--- config.mk ---
export PLATFORM = sky130hd
export DESIGN_NAME = xml_tag_tokenizer
export DESIGN_NICKNAME = d
export VERILOG_FILES = /design/src/sv/xtt_pkg.sv /design/src/sv/xtt_parser.sv /design/src/sv/xtt_emitter.sv /design/src/sv/xml_tag_tokenizer.sv
export VERILOG_INCLUDE_DIRS = /design/src /design/src/sv
export SDC_FILE = /design/constraint.sdc
export NUM_CORES = 2
export LEC_CHECK = 0
export BUFFER_PORTS_ARGS = -buffer_cell sky130_fd_sc_hd__buf_4
export CORE_MARGIN = 2
export CORE_UTILIZATION = 45
export CTS_BUF_LIST = sky130_fd_sc_hd__clkbuf_16
export DETAILED_ROUTE_END_ITERATION = 6
export GPL_TIMING_DRIVEN = 0
export PLACE_DENSITY = 0.69
export SLEW_MARGIN = 20
export SYNTH_ARGS = -nofsm -noshare
export SYNTH_HDL_FRONTEND = slang
export SYNTH_SLANG_ARGS = --single-unit
--- constraint.sdc ---
create_clock -name clk -period 11.1 [get_ports clk]
set_input_delay 0.555 -clock clk [delete_from_list [all_inputs] [get_ports clk]]
set_output_delay 0.555 -clock clk [all_outputs]
set_load 0.005 [all_outputs]
--- src/sv/xml_tag_tokenizer_assert.svh ---
// ----------------------------------------------------------------------------
// xml tag tokenizer assertion macros
// Shared concurrent assertion forms used by the tokenizer top level.
// ----------------------------------------------------------------------------
`ifndef XML_TAG_TOKENIZER_ASSERT_SVH
`define XML_TAG_TOKENIZER_ASSERT_SVH

// same-cycle implication, checked out of reset
`define XTT_ASSERT_NOW(lbl, ante, cons, msg) \
  lbl: assert property (@(posedge clk) disable iff (!rst_n) (ante) |-> (cons)) \
    else $error(msg);

// next-cycle implication, checked out of reset
`define XTT_ASSERT_NEXT(lbl, ante, cons, msg) \
  lbl: assert property (@(posedge clk) disable iff (!rst_n) (ante) |=> (cons)) \
    else $error(msg);

`endif

--- src/sv/xtt_pkg.sv ---
// ----------------------------------------------------------------------------
// xtt_pkg
// Types, constants and sizes shared by the xml tag tokenizer modules.
// ----------------------------------------------------------------------------
package xtt_pkg;

  localparam int TAG_MAX   = 128;
  localparam int VALUE_MAX = 256;
  localparam int DEPTH_MAX = 255;

  localparam int TAG_AW  = $clog2(TAG_MAX);
  localparam int TLEN_W  = $clog2(TAG_MAX + 1);
  localparam int VAL_AW  = $clog2(VALUE_MAX);
  localparam int VLEN_W  = VAL_AW;
  localparam int DEPTH_W = $clog2(DEPTH_MAX + 1);
  localparam int CNT_W   = (TLEN_W > VLEN_W) ? TLEN_W : VLEN_W;

  // characters that steer the parser
  localparam logic [7:0] CH_LT    = 8'h3C;
  localparam logic [7:0] CH_SLASH = 8'h2F;
  localparam logic [7:0] CH_QM    = 8'h3F;
  localparam logic [7:0] CH_BANG  = 8'h21;
  localparam logic [7:0] CH_DASH  = 8'h2D;
  localparam logic [7:0] CH_GT    = 8'h3E;
  localparam logic [7:0] CH_SP    = 8'h20;
  localparam logic [7:0] CH_TAB   = 8'h09;
  localparam logic [7:0] CH_LF    = 8'h0A;
  localparam logic [7:0] CH_CR    = 8'h0D;

  typedef enum logic [1:0] {
    KIND_OPEN,
    KIND_CLOSE,
    KIND_SELF
  } kind_t;

  typedef enum logic [3:0] {
    M_TEXT,
    M_LT,
    M_LT_SLASH,
    M_NAME,
    M_ATTR,
    M_AFTER_SLASH,
    M_PI,
    M_BANG,
    M_BANG_DASH,
    M_DOCTYPE,
    M_COMMENT
  } mode_t;

  typedef enum logic [1:0] {
    EM_IDLE,
    EM_RUN,
    EM_DRAIN,
    EM_EMPTY
  } emit_state_t;

  // buffer write request from the parser
  typedef struct packed {
    logic              tag_we;
    logic [TAG_AW-1:0] tag_addr;
    logic              val_we;
    logic [VAL_AW-1:0] val_addr;
    logic [7:0]        data;
  } wr_t;

  // event descriptor handed to the readout sequencer
  typedef struct packed {
    kind_t             kind;
    logic [7:0]        depth;
    logic [TLEN_W-1:0] tag_len;
    logic [VAL_AW-1:0] val_first;
    logic [VLEN_W-1:0] val_len;
  } ev_t;

endpackage

--- src/sv/xtt_parser.sv ---
// ----------------------------------------------------------------------------
// xtt_parser
// Byte-level markup state machine: tracks mode, depth, name and value lengths
// and trim bounds, issues buffer writes and event descriptors.
// ----------------------------------------------------------------------------
module xtt_parser import xtt_pkg::*; (
  input  logic       clk,
  input  logic       rst_n,
  input  logic       in_fire,
  input  logic [7:0] data_byte,
  input  logic       end_of_document,
  output wr_t        wr,
  output logic       ev_start,
  output ev_t        ev
);

  mode_t              mode_r, mode_nxt;
  logic               closing_r, closing_nxt;
  logic               prevq_r, prevq_nxt;
  logic [1:0]         dash_r, dash_nxt;
  logic [TLEN_W-1:0]  tlen_r, tlen_nxt;
  logic [VLEN_W-1:0]  vlen_r, vlen_nxt;
  logic [VLEN_W-1:0]  vfirst_r, vfirst_nxt;
  logic [VLEN_W-1:0]  vend_r, vend_nxt;
  logic               vseen_r, vseen_nxt;
  logic               collect_r, collect_nxt;
  logic [DEPTH_W-1:0] depth_r, depth_nxt;
  logic               disp;
  kind_t              disp_kind;

  // state register
  always_ff @(posedge clk) begin
    if (!rst_n) begin
      mode_r    <= M_TEXT;
      closing_r <= 1'b0;
      prevq_r   <= 1'b0;
      dash_r    <= '0;
      tlen_r    <= '0;
      vlen_r    <= '0;
      vfirst_r  <= '0;
      vend_r    <= '0;
      vseen_r   <= 1'b0;
      collect_r <= 1'b0;
      depth_r   <= '0;
    end else if (in_fire) begin
      mode_r    <= mode_nxt;
      closing_r <= closing_nxt;
      prevq_r   <= prevq_nxt;
      dash_r    <= dash_nxt;
      tlen_r    <= tlen_nxt;
      vlen_r    <= vlen_nxt;
      vfirst_r  <= vfirst_nxt;
      vend_r    <= vend_nxt;
      vseen_r   <= vseen_nxt;
      collect_r <= collect_nxt;
      depth_r   <= depth_nxt;
    end
  end

  // next state, buffer writes and event building
  always_comb begin
    logic f_start, f_name, f_attr, f_text, ws;
    logic [DEPTH_W-1:0] dinc;
    mode_nxt    = mode_r;
    closing_nxt = closing_r;
    prevq_nxt   = prevq_r;
    dash_nxt    = dash_r;
    tlen_nxt    = tlen_r;
    vlen_nxt    = vlen_r;
    vfirst_nxt  = vfirst_r;
    vend_nxt    = vend_r;
    vseen_nxt   = vseen_r;
    collect_nxt = collect_r;
    depth_nxt   = depth_r;
    f_start     = 1'b0;
    f_name      = 1'b0;
    f_attr      = 1'b0;
    f_text      = 1'b0;
    disp        = 1'b0;
    disp_kind   = KIND_OPEN;
    wr          = '0;
    wr.data     = data_byte;
    ev          = '0;
    ws = (data_byte == CH_SP) || (data_byte == CH_TAB) ||
         (data_byte == CH_LF) || (data_byte == CH_CR);

    case (mode_r)
      M_LT: begin
        if (data_byte == CH_SLASH) begin
          closing_nxt = 1'b1;
          mode_nxt    = M_LT_SLASH;
        end else begin
          f_start = 1'b1;
        end
      end
      M_LT_SLASH: f_start = 1'b1;
      M_NAME:     f_name = 1'b1;
      M_ATTR:     f_attr = 1'b1;
      M_AFTER_SLASH: begin
        mode_nxt = M_TEXT;
        f_text   = (data_byte != CH_GT);
      end
      M_PI: begin
        if (data_byte == CH_GT && prevq_r) mode_nxt = M_TEXT;
        prevq_nxt = (data_byte == CH_QM);
      end
      M_BANG: begin
        if (data_byte == CH_DASH) mode_nxt = M_BANG_DASH;
        else mode_nxt = (data_byte == CH_GT) ? M_TEXT : M_DOCTYPE;
      end
      M_BANG_DASH: begin
        if (data_byte == CH_DASH) begin
          mode_nxt = M_COMMENT;
          dash_nxt = '0;
        end else begin
          mode_nxt = (data_byte == CH_GT) ? M_TEXT : M_DOCTYPE;
        end
      end
      M_DOCTYPE: begin
        if (data_byte == CH_GT) mode_nxt = M_TEXT;
      end
      M_COMMENT: begin
        if (data_byte == CH_GT && dash_r == 2'd2) begin
          mode_nxt = M_TEXT;
          dash_nxt = '0;
        end else if (data_byte == CH_DASH) begin
          if (dash_r < 2'd2) dash_nxt = dash_r + 2'd1;
        end else begin
          dash_nxt = '0;
        end
      end
      default: begin
        mode_nxt = M_TEXT;
        f_text   = 1'b1;
      end
    endcase

    // first byte after the opening bracket
    if (f_start) begin
      if (data_byte == CH_QM) begin
        mode_nxt  = M_PI;
        prevq_nxt = 1'b1;
      end else if (data_byte == CH_BANG) begin
        mode_nxt = M_BANG;
      end else begin
        f_name = 1'b1;
      end
    end

    // tag name bytes
    if (f_name) begin
      if (data_byte == CH_GT || data_byte == CH_SLASH) begin
        f_attr = 1'b1;
      end else if (ws) begin
        mode_nxt = M_ATTR;
      end else begin
        mode_nxt = M_NAME;
        if (tlen_r < TLEN_W'(TAG_MAX)) begin
          wr.tag_we   = 1'b1;
          wr.tag_addr = TAG_AW'(tlen_r);
          tlen_nxt    = tlen_r + 1'b1;
        end
      end
    end

    // attribute area and tag end
    if (f_attr) begin
      if (data_byte == CH_GT) begin
        mode_nxt  = M_TEXT;
        disp      = 1'b1;
        disp_kind = closing_nxt ? KIND_CLOSE : KIND_OPEN;
      end else if (data_byte == CH_SLASH) begin
        mode_nxt  = M_AFTER_SLASH;
        disp      = 1'b1;
        disp_kind = KIND_SELF;
      end else begin
        mode_nxt = M_ATTR;
      end
    end

    // text content with running trim bounds
    if (f_text) begin
      if (data_byte == CH_LT) begin
        mode_nxt    = M_LT;
        closing_nxt = 1'b0;
        tlen_nxt    = '0;
      end else if (collect_r && vlen_r < VLEN_W'(VALUE_MAX - 1)) begin
        wr.val_we   = 1'b1;
        wr.val_addr = VAL_AW'(vlen_r);
        vlen_nxt    = vlen_r + 1'b1;
        if (data_byte > CH_SP) begin
          if (!vseen_r) vfirst_nxt = vlen_r;
          vseen_nxt = 1'b1;
          vend_nxt  = vlen_r + 1'b1;
        end
      end
    end

    // document ends inside a tag
    if (end_of_document && !disp &&
        (mode_nxt == M_LT || mode_nxt == M_LT_SLASH ||
         mode_nxt == M_NAME || mode_nxt == M_ATTR)) begin
      disp      = 1'b1;
      disp_kind = closing_nxt ? KIND_CLOSE : KIND_OPEN;
    end

    // event dispatch
    dinc = (depth_r < DEPTH_W'(DEPTH_MAX)) ? depth_r + 1'b1 : depth_r;
    ev.kind    = disp_kind;
    ev.tag_len = tlen_nxt;
    if (disp) begin
      case (disp_kind)
        KIND_OPEN: begin
          depth_nxt   = dinc;
          ev.depth    = 8'(dinc);
          vlen_nxt    = '0;
          vseen_nxt   = 1'b0;
          collect_nxt = 1'b1;
        end
        KIND_CLOSE: begin
          ev.depth = 8'(depth_r);
          if (vseen_nxt) begin
            ev.val_first = VAL_AW'(vfirst_nxt);
            ev.val_len   = vend_nxt - vfirst_nxt;
          end
          depth_nxt   = (depth_r != '0) ? depth_r - 1'b1 : depth_r;
          vlen_nxt    = '0;
          vseen_nxt   = 1'b0;
          collect_nxt = (depth_nxt != '0);
        end
        default: begin
          ev.depth = 8'(dinc);
        end
      endcase
    end

    // back to reset after the final byte
    if (end_of_document) begin
      mode_nxt    = M_TEXT;
      closing_nxt = 1'b0;
      prevq_nxt   = 1'b0;
      dash_nxt    = '0;
      tlen_nxt    = '0;
      vlen_nxt    = '0;
      vfirst_nxt  = '0;
      vend_nxt    = '0;
      vseen_nxt   = 1'b0;
      collect_nxt = 1'b0;
      depth_nxt   = '0;
    end

    if (!in_fire) begin
      wr.tag_we = 1'b0;
      wr.val_we = 1'b0;
    end
  end

  assign ev_start = in_fire && disp;

endmodule

--- src/sv/xtt_emitter.sv ---
// ----------------------------------------------------------------------------
// xtt_emitter
// Tag and value buffers with the readout sequencer that packs an event into
// 8-byte words behind an output register.
// ----------------------------------------------------------------------------
module xtt_emitter import xtt_pkg::*; (
  input  logic        clk,
  input  logic        rst_n,
  input  wr_t         wr,
  input  logic        ev_start,
  input  ev_t         ev,
  output logic        busy,
  output logic        out_valid,
  input  logic        out_stall,
  output logic [1:0]  out_event_kind,
  output logic [7:0]  out_nesting_depth,
  output logic        out_part,
  output logic [63:0] out_data_word,
  output logic [3:0]  out_byte_count,
  output logic        out_last_of_run
);

  logic [7:0] tag_mem [TAG_MAX];
  logic [7:0] val_mem [VALUE_MAX];
  logic [7:0] tag_q_r, val_q_r;
  logic [TAG_AW-1:0] tag_raddr;
  logic [VAL_AW-1:0] val_raddr;

  emit_state_t       state_r, state_nxt;
  kind_t             kind_r;
  logic [7:0]        depth_r;
  logic [TLEN_W-1:0] tlen_r;
  logic [VAL_AW-1:0] vbase_r;
  logic [VLEN_W-1:0] vlen_r;
  logic              part_r, part_nxt;
  logic [CNT_W-1:0]  pos_r, pos_nxt;

  // read pipeline, one byte in flight
  logic              rv_r, rv_nxt;
  logic [2:0]        rlane_r, rlane_nxt;
  logic              rlastw_r, rlastw_nxt;
  logic              rlastrun_r, rlastrun_nxt;
  logic              rpart_r, rpart_nxt;

  logic [63:0]       asm_r, asm_nxt;
  logic              pend_r, pend_nxt;
  logic [63:0]       pword_r, pword_nxt;
  logic [3:0]        pcnt_r, pcnt_nxt;
  logic              plast_r, plast_nxt;
  logic              ppart_r, ppart_nxt;

  logic              ov_r, ov_nxt;
  kind_t             okind_r, okind_nxt;
  logic [7:0]        odepth_r, odepth_nxt;
  logic              opart_r, opart_nxt;
  logic [63:0]       oword_r, oword_nxt;
  logic [3:0]        ocnt_r, ocnt_nxt;
  logic              olast_r, olast_nxt;

  logic              out_free;
  logic              issue;
  logic [CNT_W-1:0]  len_cur;
  logic [CNT_W-1:0]  pos_inc;
  logic              end_part;
  logic [7:0]        rbyte;
  logic [63:0]       full_word;

  // buffer memories, one write and one registered read each
  always_ff @(posedge clk) begin
    if (wr.tag_we) tag_mem[wr.tag_addr] <= wr.data;
    tag_q_r <= tag_mem[tag_raddr];
  end

  always_ff @(posedge clk) begin
    if (wr.val_we) val_mem[wr.val_addr] <= wr.data;
    val_q_r <= val_mem[val_raddr];
  end

  // event descriptor latch
  always_ff @(posedge clk) begin
    if (ev_start) begin
      kind_r  <= ev.kind;
      depth_r <= ev.depth;
      tlen_r  <= ev.tag_len;
      vbase_r <= ev.val_first;
      vlen_r  <= ev.val_len;
    end
  end

  // control registers
  always_ff @(posedge clk) begin
    if (!rst_n) begin
      state_r <= EM_IDLE;
      rv_r    <= 1'b0;
      pend_r  <= 1'b0;
      ov_r    <= 1'b0;
    end else begin
      state_r <= state_nxt;
      rv_r    <= rv_nxt;
      pend_r  <= pend_nxt;
      ov_r    <= ov_nxt;
    end
  end

  // datapath registers
  always_ff @(posedge clk) begin
    part_r     <= part_nxt;
    pos_r      <= pos_nxt;
    rlane_r    <= rlane_nxt;
    rlastw_r   <= rlastw_nxt;
    rlastrun_r <= rlastrun_nxt;
    rpart_r    <= rpart_nxt;
    asm_r      <= asm_nxt;
    pword_r    <= pword_nxt;
    pcnt_r     <= pcnt_nxt;
    plast_r    <= plast_nxt;
    ppart_r    <= ppart_nxt;
    okind_r    <= okind_nxt;
    odepth_r   <= odepth_nxt;
    opart_r    <= opart_nxt;
    oword_r    <= oword_nxt;
    ocnt_r     <= ocnt_nxt;
    olast_r    <= olast_nxt;
  end

  assign out_free  = !ov_r || !out_stall;
  assign len_cur   = part_r ? CNT_W'(vlen_r) : CNT_W'(tlen_r);
  assign pos_inc   = pos_r + 1'b1;
  assign end_part  = (pos_inc == len_cur);
  assign issue     = (state_r == EM_RUN) && !pend_r && !(rv_r && rlastw_r);
  assign tag_raddr = TAG_AW'(pos_r);
  assign val_raddr = vbase_r + VAL_AW'(pos_r);
  assign rbyte     = rpart_r ? val_q_r : tag_q_r;
  assign full_word = ((rlane_r == 3'd0) ? 64'd0 : asm_r) |
                     (64'(rbyte) << {rlane_r, 3'b000});

  // sequencer, word assembly and output register
  always_comb begin
    state_nxt    = state_r;
    part_nxt     = part_r;
    pos_nxt      = pos_r;
    rv_nxt       = 1'b0;
    rlane_nxt    = rlane_r;
    rlastw_nxt   = rlastw_r;
    rlastrun_nxt = rlastrun_r;
    rpart_nxt    = rpart_r;
    asm_nxt      = asm_r;
    pend_nxt     = pend_r;
    pword_nxt    = pword_r;
    pcnt_nxt     = pcnt_r;
    plast_nxt    = plast_r;
    ppart_nxt    = ppart_r;
    ov_nxt       = ov_r;
    okind_nxt    = okind_r;
    odepth_nxt   = odepth_r;
    opart_nxt    = opart_r;
    oword_nxt    = oword_r;
    ocnt_nxt     = ocnt_r;
    olast_nxt    = olast_r;

    // transfer out frees the register
    if (out_free) ov_nxt = 1'b0;

    case (state_r)
      EM_IDLE: begin
        if (ev_start) begin
          part_nxt  = (ev.tag_len == '0);
          pos_nxt   = '0;
          state_nxt = (ev.tag_len == '0 && ev.val_len == '0) ? EM_EMPTY : EM_RUN;
        end
      end
      EM_RUN: begin
        if (issue) begin
          rv_nxt       = 1'b1;
          rlane_nxt    = pos_r[2:0];
          rlastw_nxt   = end_part || (pos_r[2:0] == 3'd7);
          rlastrun_nxt = end_part && (part_r || vlen_r == '0);
          rpart_nxt    = part_r;
          if (end_part) begin
            if (!part_r && vlen_r != '0) begin
              part_nxt = 1'b1;
              pos_nxt  = '0;
            end else begin
              state_nxt = EM_DRAIN;
            end
          end else begin
            pos_nxt = pos_inc;
          end
        end
      end
      EM_DRAIN: begin
        if (!rv_r && !pend_r) state_nxt = EM_IDLE;
      end
      EM_EMPTY: begin
        if (out_free) begin
          ov_nxt     = 1'b1;
          okind_nxt  = kind_r;
          odepth_nxt = depth_r;
          opart_nxt  = 1'b0;
          oword_nxt  = '0;
          ocnt_nxt   = '0;
          olast_nxt  = 1'b1;
          state_nxt  = EM_IDLE;
        end
      end
      default: state_nxt = EM_IDLE;
    endcase

    // returning byte lands in its lane
    if (rv_r) begin
      asm_nxt = full_word;
      if (rlastw_r) begin
        if (out_free) begin
          ov_nxt     = 1'b1;
          okind_nxt  = kind_r;
          odepth_nxt = depth_r;
          opart_nxt  = rpart_r;
          oword_nxt  = full_word;
          ocnt_nxt   = {1'b0, rlane_r} + 4'd1;
          olast_nxt  = rlastrun_r;
        end else begin
          pend_nxt  = 1'b1;
          pword_nxt = full_word;
          pcnt_nxt  = {1'b0, rlane_r} + 4'd1;
          plast_nxt = rlastrun_r;
          ppart_nxt = rpart_r;
        end
      end
    end

    // held word moves out once the register frees
    if (pend_r && out_free) begin
      pend_nxt   = 1'b0;
      ov_nxt     = 1'b1;
      okind_nxt  = kind_r;
      odepth_nxt = depth_r;
      opart_nxt  = ppart_r;
      oword_nxt  = pword_r;
      ocnt_nxt   = pcnt_r;
      olast_nxt  = plast_r;
    end
  end

  assign busy              = (state_r != EM_IDLE);
  assign out_valid         = ov_r;
  assign out_event_kind    = okind_r;
  assign out_nesting_depth = odepth_r;
  assign out_part          = opart_r;
  assign out_data_word     = oword_r;
  assign out_byte_count    = ocnt_r;
  assign out_last_of_run   = olast_r;

endmodule

--- src/sv/xml_tag_tokenizer.sv ---
// Readout: a tag-ending byte starts a word run; the event is latched, each
// byte passes the registered buffer read into its lane, and a full word moves
// into the output register. Input: one byte per cycle while the emitter is
// idle, stalled during readout: a buffer read per byte, a packing step per word.
// Reset: synchronous active-low rst_n returns the parser to text mode with
// depth 0; buffer contents are not cleared and need no clearing pass.
// ----------------------------------------------------------------------------
// xml_tag_tokenizer
// Streaming markup tokenizer: skips instructions, comments and attributes and
// emits open, close and self-closing tag events as runs of 8-byte words.
// ----------------------------------------------------------------------------
`include "xml_tag_tokenizer_assert.svh"

module xml_tag_tokenizer import xtt_pkg::*; (
  input  logic        clk,
  input  logic        rst_n,
  input  logic        in_valid,
  output logic        in_stall,
  input  logic [7:0]  in_data_byte,
  input  logic        in_end_of_document,
  output logic        out_valid,
  input  logic        out_stall,
  output logic [1:0]  out_event_kind,
  output logic [7:0]  out_nesting_depth,
  output logic        out_part,
  output logic [63:0] out_data_word,
  output logic [3:0]  out_byte_count,
  output logic        out_last_of_run
);

  logic in_fire;
  logic emit_busy;
  logic ev_start;
  wr_t  wr;
  ev_t  ev;

  // input held while an event is read out
  assign in_stall = emit_busy;
  assign in_fire  = in_valid && !in_stall;

  xtt_parser u_parser (
    .clk             (clk),
    .rst_n           (rst_n),
    .in_fire         (in_fire),
    .data_byte       (in_data_byte),
    .end_of_document (in_end_of_document),
    .wr              (wr),
    .ev_start        (ev_start),
    .ev              (ev)
  );

  xtt_emitter u_emitter (
    .clk               (clk),
    .rst_n             (rst_n),
    .wr                (wr),
    .ev_start          (ev_start),
    .ev                (ev),
    .busy              (emit_busy),
    .out_valid         (out_valid),
    .out_stall         (out_stall),
    .out_event_kind    (out_event_kind),
    .out_nesting_depth (out_nesting_depth),
    .out_part          (out_part),
    .out_data_word     (out_data_word),
    .out_byte_count    (out_byte_count),
    .out_last_of_run   (out_last_of_run)
  );

  // checks
  `XTT_ASSERT_NOW(a_empty_word, out_valid && out_byte_count == 4'd0, out_last_of_run && !out_part && out_data_word == 64'd0, "empty word is not a lone tag word")
  `XTT_ASSERT_NOW(a_value_close, out_valid && out_part, out_event_kind == KIND_CLOSE, "value word on a non-closing event")
  `XTT_ASSERT_NOW(a_count_range, out_valid, out_byte_count <= 4'd8, "byte count above eight")
  `XTT_ASSERT_NEXT(a_event_holds, ev_start, in_stall, "input taken during word run")

endmodule
==> results.md <==
- Number of H-tree levels: 5
- Post-synth cell types: between 80 and 90
- HP Start: in_data_byte[0]
- Yosys warns: 0
- Fin. max-slew vios: 0
- Setup bufs post-CTS: 0
- Register area share after synthesis: between 70% and 80%
- Top cell type by total area after synthesis: edfxtp_1
- Finished Core Util: approximately half
- #FFs+latches synth: 3406
- Worst path slowest cell: buf_1
- Lkg Pwr: 47.4 nW
- CTS Buffer Depth: 4
- Flop2flop setup slack: 4460 ps
- CTS tree: built
- Post-cts sizing count: 0
- Crit path cell chain: ha_1 -> fa_1 -> clkbuf_1 -> clkbuf_1 -> buf_1 -> clkbuf_1 -> mux4_2 -> mux4_2 -> mux2i_1 -> a21oi_1 -> mux2i_1 -> mux2i_1
- Iter 0 DRT Violations: around 9000
- Async SR Flop Fraction: 0%
- Fmax: between 150 and 200 MHz
- Synth Area in Compound Gates: between 2 and 2.5%
- Mux cell area share after synthesis: 17.2%
- Largest net degree at the start of global routing: about 130
- Worst EP required: roughly 12000 ps
- HP Class: in2reg
- Final RePlAce weighted congestion: about 0.92
- Most used flip-flop cell after synthesis: edfxtp_1
- DRT antenna net count: 0
- R2R Path Start: u_emitter.pos_r[0]$_SDFFCE_PN0P_
- Drt total wl: ~340 mm
- Fillers: ~23000
- Post-synth EDFFs: approximately 3300
- Maximum vdd ir drop: approximately 0.14 mV
- Via density: just over 6
- Core Footprint: just under 300000 µm²
- CTS sink count: 3406
- Synthesized area: 134000 µm²
- Critical setup path kind: reg2reg
- Initial antenna violation count: 12
- DP Worst Slack: 4530 ps
- DRC viols: 0
- CTS buffer count: roughly 340
- Setup TNS: 0 ps
- Worst Path Buf+Inv: 4
- Total power: approximately 26 mW
- Layout net count: between 6000 and 7000
- Final Skew: just under 70 ps
- Hold-fix buffers, CTS: 0
- Via count: 67700
- Final setup margin: 4460 ps
- Top post-synthesis cells by area: edfxtp_1, mux4_2, nor2_1, dfxtp_1, clkbuf_1
- WL/cell: 30.8 µm
- Starting Density: between 40% and 50%
- CP arrival: about 7300 ps
- Layout Cells excl Fill: ~11000
- Die width: between 500 and 600 µm
- Share of the synthesized area in the top cell type: 74.4%
- Die area: around 300000 µm²
- Synthesized Nets: 6402
- Worst-path clk slew: around 60 ps
- Crit end category: flip-flop
- Crit-path max FO: 10
- Post-Synth Simple-Gate Area: about 3.3%
- Actual slew at the worst max-slew pin: between 1000 and 1500 ps
- Placed cell count: ~10000
- Top-count cell post-synth: edfxtp_1
- Main combinational cell family by area after synthesis: multiplexers
- First-pass GRT wire length: just under 500 mm
- Post-Synth XOR/XNOR Area: less than 1%
- CP Launch Point: u_emitter.pos_r[0]$_SDFFCE_PN0P_
- Cells after Synth: approximately 6400
- Post-route cell area: roughly 150000 µm²
- Startpoint Class: flip-flop
- PwrDens: approximately 170 nW/µm²
- Final period util: around three fifths
- Outcome: finished, final reports clean
- Share of layout cells above drive strength 1: 24.1%
- Grt total ovfl: 0
- First-pass DRT Iterations: 7
- DIE HEIGHT: 550 µm
- MaxCap Viol Count: 0
- I/O Pins: 95
- Vias in the first global route: 67300
- Number of port buffers: 93
- Total GRT Usage: 22.3%
- Final Hold Vio Count: 0
- Site Rows: 200
- Final critical-path required period: about 6600 ps
- Hold slack final: 80.4 ps
- Adder-cell share of the synthesized area: 0.273%
- Detail Placement HPWL: around 220 mm
- Setup-failing EPs final: 0
- RSZ-0062 raised after global routing: no
- Clk_lat worst skew: 900 ps
- Placed cell areas: 141000 µm²
- CTS Root Cell: clkbuf_16
- Area growth, synth to finish: 13.3%
- Slew margin rel.: between 10% and 20%
- Cell family with most CP delay: buffers and inverters
- Synth top cells by count: edfxtp_1, mux4_2, nor2_1
- Syn_area_per_cell: between 20 and 25 µm²
- Worst path max stage delay: 890 ps
worst paths after layout:
path | cells past startpoint | end
worst max-delay path | 12 | u_emitter.val_q_r[6]$_DFF_P_
worst min-delay path | 1 | u_emitter.val_mem[73][0]$_DFFE_PP_
worst max register to register | 12 | u_emitter.val_q_r[6]$_DFF_P_
worst min register to register | 0 | u_emitter.plast_r$_DFFE_PP_
area by class of cell:
type | instances | area, µm² | share of cell area (%)
Sequential cell | 3406 | 101000 | 66.8
Multi-Input combinational cell | 2547 | 31100 | 20.5
Clock buffer | 350 | 8760 | 5.77
Tap cell | 3939 | 4930 | 3.25
Clock inverter | 266 | 1980 | 1.30
Timing Repair Buffer | 144 | 1950 | 1.28
Buffer | 378 | 1510 | 0.996
Inverter | 30 | 120 | 0.0791
Antenna cell | 6 | 15.0 | 0.00989
placed cells by master (no fill, tap or decap), types with 38 or more instances in the layout:
cell type  count
clkinv_1      85
buf_4         86
edfxtp_1    3321
clkbuf_1     235
nor2b_1       50
clkbuf_16    350
buf_1         74
clkinv_2      56
mux4_2       976
a21oi_1      106
mux2i_1       76
nor2_1       666
dfxtp_1       84
a221oi_1      70
nand2_1       94
a22o_1        46
clkbuf_2      38
inv_1         99
nand3_1       51
power by group:
part | total, mW | leakage [nW] | internal, mW | switching, mW
combinational | 0.466 | 11.2 | 0.131 | 0.334
clock | 11.1 | 5.54 | 6.38 | 4.77
sequential | 14.1 | 30.7 | 14.1 | 0.0219
registers in the layout, indices dropped and copies added, names as in the netlist, 64 cells and up, named ones only:
register / count
u_emitter.asm_r: 64
u_emitter.pword_r: 64
u_emitter.tag_mem: 1024
u_emitter.val_mem: 2048
cell families after synthesis:
group,Yosys count
muxes,1082
buffers and inverters,408
xor gates and xnor gates,46
and+or+nand+nor,1014
AOI/OAI and AO/OA,377
DFF,3406
adders and majority gates,28
worst reg2reg max path: stages, from the launching register on:
cell      delay [ps]
edfxtp_1         520
ha_1             300
fa_1             560
clkbuf_1         390
clkbuf_1         580
buf_1            890
clkbuf_1         910
mux4_2           430
mux4_2           530
mux2i_1          620
a21oi_1          150
mux2i_1          250
mux2i_1          250
routing by layer:
metal | vias up | GRT usage (%) | wire [µm] | share of wire, %
li1 | 27500 | - | - | -
met1 | 35900 | 29.8 | 128000 | 38
met2 | 3616 | 36.4 | 167000 | 49
met3 | 648 | 4.23 | 31000 | 9.1
met4 | 4 | 8.47 | 14200 | 4.2
met5 | - | 0 | 23 | 0.0068
(Power assumes the default switching activity.)
